==> src/rtl/akt_pkg.sv <==
package akt_pkg;

  localparam int unsigned TableDepthDef = 256;

  localparam logic [14:0] Q_ONE       = 15'd16384;
  localparam logic [15:0] EXT_PREFIX  = 16'hE000;
  localparam logic [13:0] DEADZONE_RST = 14'd328;
  localparam logic        ENABLED_RST = 1'b0;

  // restoring divide: one integer bit and fourteen fraction bits
  localparam int unsigned DivSteps = 15;
  localparam logic [3:0]  DIV_LAST = 4'(DivSteps - 1);

  localparam logic REG_ENABLED  = 1'b0;
  localparam logic REG_DEADZONE = 1'b1;

  typedef enum logic [1:0] {
    OP_BEGIN = 2'd0,
    OP_LOAD  = 2'd1,
    OP_END   = 2'd2,
    OP_QUERY = 2'd3
  } op_e;

  typedef enum logic [2:0] {
    ST_IDLE,
    ST_SCAN,
    ST_DRAIN,
    ST_EVAL,
    ST_DIV
  } back_state_e;

  typedef struct packed {
    op_e         op;
    logic [15:0] code;
    logic [15:0] value;
    logic        key_nz;
  } cmd_t;

  typedef struct packed {
    logic        enabled;
    logic [13:0] deadzone;
  } cfg_t;

endpackage

==> src/rtl/akt_front.sv <==
module akt_front (
  input  logic         clk_i,
  input  logic         rst_ni,
  input  logic         start,
  output logic         busy,
  input  logic [1:0]   action_i,
  input  logic [15:0]  entry_code_i,
  input  logic [15:0]  entry_value_i,
  input  logic [7:0]   query_key_i,
  output akt_pkg::cmd_t cmd_o,
  output logic         cmd_valid_o,
  input  logic         cmd_pop_i
);
  import akt_pkg::*;

  cmd_t       slot_q [2];
  logic       wptr_q, wptr_d;
  logic       rptr_q, rptr_d;
  logic [1:0] cnt_q, cnt_d;
  logic       push, pop;
  cmd_t       cmd_in;
  logic [15:0] mapped;

  // scan code to key code: extended keys carry the E0 prefix
  always_comb begin
    if (query_key_i[7]) begin
      mapped = EXT_PREFIX | {9'd0, query_key_i[6:0]};
    end else begin
      mapped = {8'd0, query_key_i};
    end
  end

  always_comb begin
    cmd_in.op     = op_e'(action_i);
    cmd_in.value  = entry_value_i;
    cmd_in.key_nz = (query_key_i != 8'd0);
    if (op_e'(action_i) == OP_QUERY) begin
      cmd_in.code = mapped;
    end else begin
      cmd_in.code = entry_code_i;
    end
  end

  assign busy        = (cnt_q == 2'd2);
  assign push        = start && !busy;
  assign cmd_valid_o = (cnt_q != 2'd0);
  assign pop         = cmd_pop_i && cmd_valid_o;
  assign cmd_o       = slot_q[rptr_q];

  always_comb begin
    wptr_d = push ? ~wptr_q : wptr_q;
    rptr_d = pop ? ~rptr_q : rptr_q;
    cnt_d  = cnt_q + {1'b0, push} - {1'b0, pop};
  end

  always_ff @(posedge clk_i or negedge rst_ni) begin
    if (!rst_ni) begin
      wptr_q <= 1'b0;
      rptr_q <= 1'b0;
      cnt_q  <= 2'd0;
    end else begin
      wptr_q <= wptr_d;
      rptr_q <= rptr_d;
      cnt_q  <= cnt_d;
    end
  end

  always_ff @(posedge clk_i) begin
    if (push) begin
      slot_q[wptr_q] <= cmd_in;
    end
  end

endmodule

==> config.mk <==
export PLATFORM = sky130hd
export DESIGN_NAME = akt_front
export DESIGN_NICKNAME = d
export VERILOG_FILES = /design/src/rtl/akt_pkg.sv /design/src/rtl/akt_front.sv
export SDC_FILE = /design/constraint.sdc
export NUM_CORES = 1
export LEC_CHECK = 0
export ABC_AREA = 1
export BUFFER_PORTS_ARGS = -buffer_cell sky130_fd_sc_hd__buf_2
export CAP_MARGIN = 20
export CORE_MARGIN = 4
export CORE_UTILIZATION = 45
export DETAILED_ROUTE_END_ITERATION = 16
export PLACE_DENSITY = 0.7
export SLEW_MARGIN = 20
export SYNTH_ARGS = -nofsm -noshare
export SYNTH_HDL_FRONTEND = slang
export SYNTH_SLANG_ARGS = --single-unit
==> constraint.sdc <==
create_clock -name clk_i -period 3.1 [get_ports clk_i]
set_input_delay 0.465 -clock clk_i [delete_from_list [all_inputs] [get_ports clk_i]]
set_output_delay 0.465 -clock clk_i [all_outputs]
set_load 0.02 [all_outputs]
# Yosys cells after proc, flatten, opt, wreduce, memory -nomap -nowiden
# Memory sizes are Yosys's and may differ from the RTL's.
# Index checks and enable logic that the tools add are counted.
[word_totals]
ram_bits = 70
input_bits = 46
out_inout_bits = 37
ff_bits = 4
mem_count = 1
wordCells = 19
[classes]
n_eq_ne = 2
n_bitwise = 2
addsub = 2
n_mux = 4
reduce_logical = 5
[mem_list]
columns = ["memory", "depth", "word_bits", "rd", "rd_ports_with_merged_regs", "write_ports", "line_no", "source"]
rows = [
  ["slot_q", 2, 35, 1, 0, 1, "akt_front.sv:16", "cmd_t slot_q [2];"],
]
[op_table]
columns = ["operator", "count"]
rows = [
  ["16-bit 2-to-1 mux", 2],
  ["8-bit nonzero test", 1],
  ["2-bit equality test, second input constant", 2],
  ["2-bit by 1-bit adder with 2-bit output", 1],
  ["1-bit logical AND", 2],
  ["1-bit 2-to-1 mux", 2],
  ["1-bit inverter", 2],
  ["2-bit nonzero test", 1],
  ["2-bit by 1-bit subtractor with 2-bit output", 1],
  ["1-bit logical NOT", 1],
]

# Depth between registers and ports, before layout
[logic_depth]
word_depth = 5
depth_mapped = 10
ltp_nobuf = 10

# Least setup slack after synthesis
# No wires, ideal clock.
[synth_timing]
kind = "register -> register"
from = "register cnt_q[1]"
to = "memory slot_q[1][0] in the netlist's numbering, enable pin"
stages_incl_launch_ff = 4
required_time_ns = 2.673
path_buffers = 0
path_slack_ns = 0.637
t_arrival_ns = 2.036
synth_period_minus_slack_ns = 2.463
path_cell_list = "dfrtp_1 > nand2_1 > nand2_1 > nor2_1"
[synth_between]
elab_chain_len = 5
[synth_rtl]
columns = ["element", "line_no", "source"]
rows = [
  ["start, declared", "akt_front.sv:19", "logic [1:0] cnt_q, cnt_d;"],
  ["start signal, assigned", "akt_front.sv:64", "cnt_q <= cnt_d;"],
  ["2-bit equality test", "akt_front.sv:44", "assign busy = (cnt_q == 2'd2);"],
  ["1-bit logical NOT", "akt_front.sv:45", "assign push = start && !busy;"],
  ["1-bit logical AND", "akt_front.sv:45", ""],
  ["1-bit 2-to-1 mux", "akt_front.sv:69", "if (push) begin"],
  ["1-bit 2-to-1 mux (implied by the code)", "akt_front.sv:70", "slot_q[wptr_q] <= cmd_in;"],
  ["end, declared", "akt_front.sv:16", ""],
]
# No other way between the ends.

==> impl_metrics.json <==
{
  "place_area_um2": 3495,
  "rows": 29,
  "wire_per_inst_um": 13.09,
  "antenna_found_initial": 0,
  "die_w_um": 90.06,
  "regArea_um2": 2202,
  "rsz0062_at_grt": "false",
  "avgSynthCellArea_um2": 11.48,
  "finalCritPeriodShare_pct": 71.38,
  "critical-path-top-cell-by-count": "nand2_1",
  "cts_setup_buffers": 0,
  "multiInputGateArea_um2": 671.9,
  "yosys.area.top_type": "edfxtp_1",
  "holdWs_ps": 311.1,
  "via_per_inst": 4.563,
  "drv_cap": 0,
  "post-route-min-period_ps": 2213,
  "clk_pin_slew_worst_paths_ps": 80,
  "grt_pass1_vias": 1917,
  "die_h_um": 90.06,
  "pwr-share-comb_pct": 36.1,
  "drc": 0,
  "cts_buffer_depth": 2,
  "cts_buffers": 9,
  "instances_no_fill": 435,
  "wirelength_um": 5694,
  "drive_gt1_share_pct": 31.56,
  "final_nets": 401,
  "tightest_slew_ps": 742.8,
  "num_vias": 1985,
  "path_max_fanout": 15,
  "end_kind": "output port",
  "met1_usage_pct": 17.53,
  "syn-num-nets": 312,
  "cts_hold_buf": 1,
  "cts_sinks": 74,
  "grt_util_met3_pct": 4.841,
  "skew_ps": 8.687,
  "area_delta_synth_final_pct": 22.79,
  "syn_area_um2": 3030,
  "hold_viol": 0,
  "p_sw_w": 0.001348,
  "finalSetupTns_ps": 0,
  "slew_violations": 0,
  "grtUsageMet2_pct": 23.21,
  "clock.fmax_mhz": 451.9,
  "post-place-cells": 418,
  "slew-limit-headroom_pct": 50.43,
  "gp_congestion": 0.7689,
  "p_clk_share_pct": 22.7,
  "cts_tree": "built",
  "finalSetupViolations": 0,
  "dr.pass1.iters": 4,
  "synth_top_area_share_pct": 69.36,
  "power.leakage_nw": 1.731,
  "fin_area_um2": 3721,
  "portBuffers": 82,
  "status": "finished, final reports clean",
  "cp_data_required_time_ps": 2630,
  "cts_max_level": 3,
  "track_usage_pct": 14.17,
  "yosysWarningCount": 0,
  "drt_iter0_markers": 85,
  "internal_power_w": 0.002209,
  "design.core.area_um2": 6459,
  "clock_tree.root_cell": "clkbuf_8",
  "pwr-share-seq_pct": 41.2,
  "filler_cell_count": 547,
  "grt-ovfl-total": 0,
  "p_sw_share_pct": 37.91,
  "grt_max_degree": 37,
  "post_cts_resized": 0,
  "vdd_drop_max_v": 0.0005096,
  "total_power_w": 0.003557,
  "path_cells": "buf_4, nand2_1, nand2_1, buf_2",
  "busiest_layer": "met2",
  "num_io_pins": 83,
  "cp_slowest_stage_delay_ps": 780,
  "hold_path.class": "input port to flop",
  "power_density_nw_per_um2": 955.9,
  "die_area_um2": 8111,
  "critPathLaunchType": "flop",
  "synth-seq-cells": 74,
  "cp_data_arrival_time_ps": 1750,
  "crit_path_top_delay_cell": "dfrtp_1",
  "grt_pass1_wl_um": 8873,
  "synth.distinct_cells": 15,
  "synthCells": 264,
  "initial_utilization_pct": 46.92,
  "ys_seq_area_share_pct": 72.67,
  "dp_hpwl_um": 3957,
  "clock_latency_ps": 340,
  "n_antenna_cell": 0,
  "synthTopCellsByArea": "edfxtp_1 (69%), nand2_1 (17%), dfrtp_1 (3.3%)",
  "criticalPathCategory": "flop to output port",
  "antenna_left": 0
}
## sequential cells by signal, summed over array words and instances (netlist names)
signal  count
wptr_q      1
cnt_q       2
rptr_q      1
slot_q     70
## cell usage after synthesis (all sizes together)
| cell | n |
|---|---|
| edfxtp | 70 |
| nand2 | 147 |
| inv | 17 |
| nand4 | 1 |
| dfrtp | 4 |
| buf | 9 |
| ha | 2 |
| nor2 | 11 |
| nand3 | 3 |
## layout by cell type, fill, tap and decap left out, drive strengths merged
cell type / Yosys / final
nor2: 11 / 11
clkinv: 0 / 3
nand4: 1 / 1
buf: 9 / 86
nand2: 147 / 147
dlygate4sd3: 0 / 1
nand3: 3 / 3
bufinv: 0 / 2
dfrtp: 4 / 4
edfxtp: 70 / 70
clkinvlp: 0 / 1
ha: 2 / 2
inv: 17 / 18
clkbuf: 0 / 9
## cell type report
type	instances	share of cell area, %
inverters	17	1.917
repair buffers	87	12.44
well taps	77	2.589
clock buffers	9	3.329
multi-input cells	164	18.06
clock inverters	7	2.488
flip-flops and latches	74	59.18
## metrics by stage
stage | setup slack [ps] | util (%)
finish | 887.3 | 57.61
global route | 787.9 | 57.61
CTS | 846.2 | 57.61
detailed placement | 1187 | 54.11
global placement | 1229 | 54.11
floorplan | 637.3 | -
## kinds of logic (layout without fill, tap and decap cells)
family,after synthesis,in the layout,synth area share [%]
adders and majority gates,2,2,0.8256
and+or+nand+nor,162,162,21.10
DFF,74,74,72.67
buffers and inverters,26,120,5.408
## path summary, 6_finish.rpt
kind	from	to	slack, ps	cells past startpoint
hold / removal	entry_value_i[14]	slot_q[0][15]	310	1
hold reg to reg	wptr_q	wptr_q	500	2
setup / recovery	rptr_q	cmd_o[18]	890	4
setup reg to reg	cnt_q[1]	slot_q[1][30]	1280	4
max in group asynchronous	rst_ni	rptr_q	2530	2
min in group asynchronous	rst_ni	cnt_q[1]	450	2
## worst max-delay path: cells and delay by family (launching register included)
kind	cells	cell delay, ps
buffers and inverters	2	480
DFF	1	780
and+or+nand+nor	2	150
## per-layer routing
| layer | wire length [um] | vias up |
|---|---|---|
| met5 | 0 | - |
| met4 | 51 | 0 |
| met3 | 345 | 5 |
| met2 | 2725 | 58 |
| met1 | 2571 | 885 |
| li1 | - | 1037 |
## power groups by stage
| stage | Sequential, W | Combinational (W) | Clock, W |
|---|---|---|---|
| 2_1_floorplan | 0.00145 | 0.000958 | 0 |
| 3_3_place_gp | 0.00148 | 0.00129 | 0 |
| 3_5_place_dp | 0.00149 | 0.00131 | 0 |
| 4_1_cts | 0.00147 | 0.00132 | 0.000823 |
| 5_1_grt | 0.00148 | 0.00142 | 0.000871 |
| 6_report | 0.00147 | 0.00128 | 0.000806 |
Power figures use the tool's default switching activity.
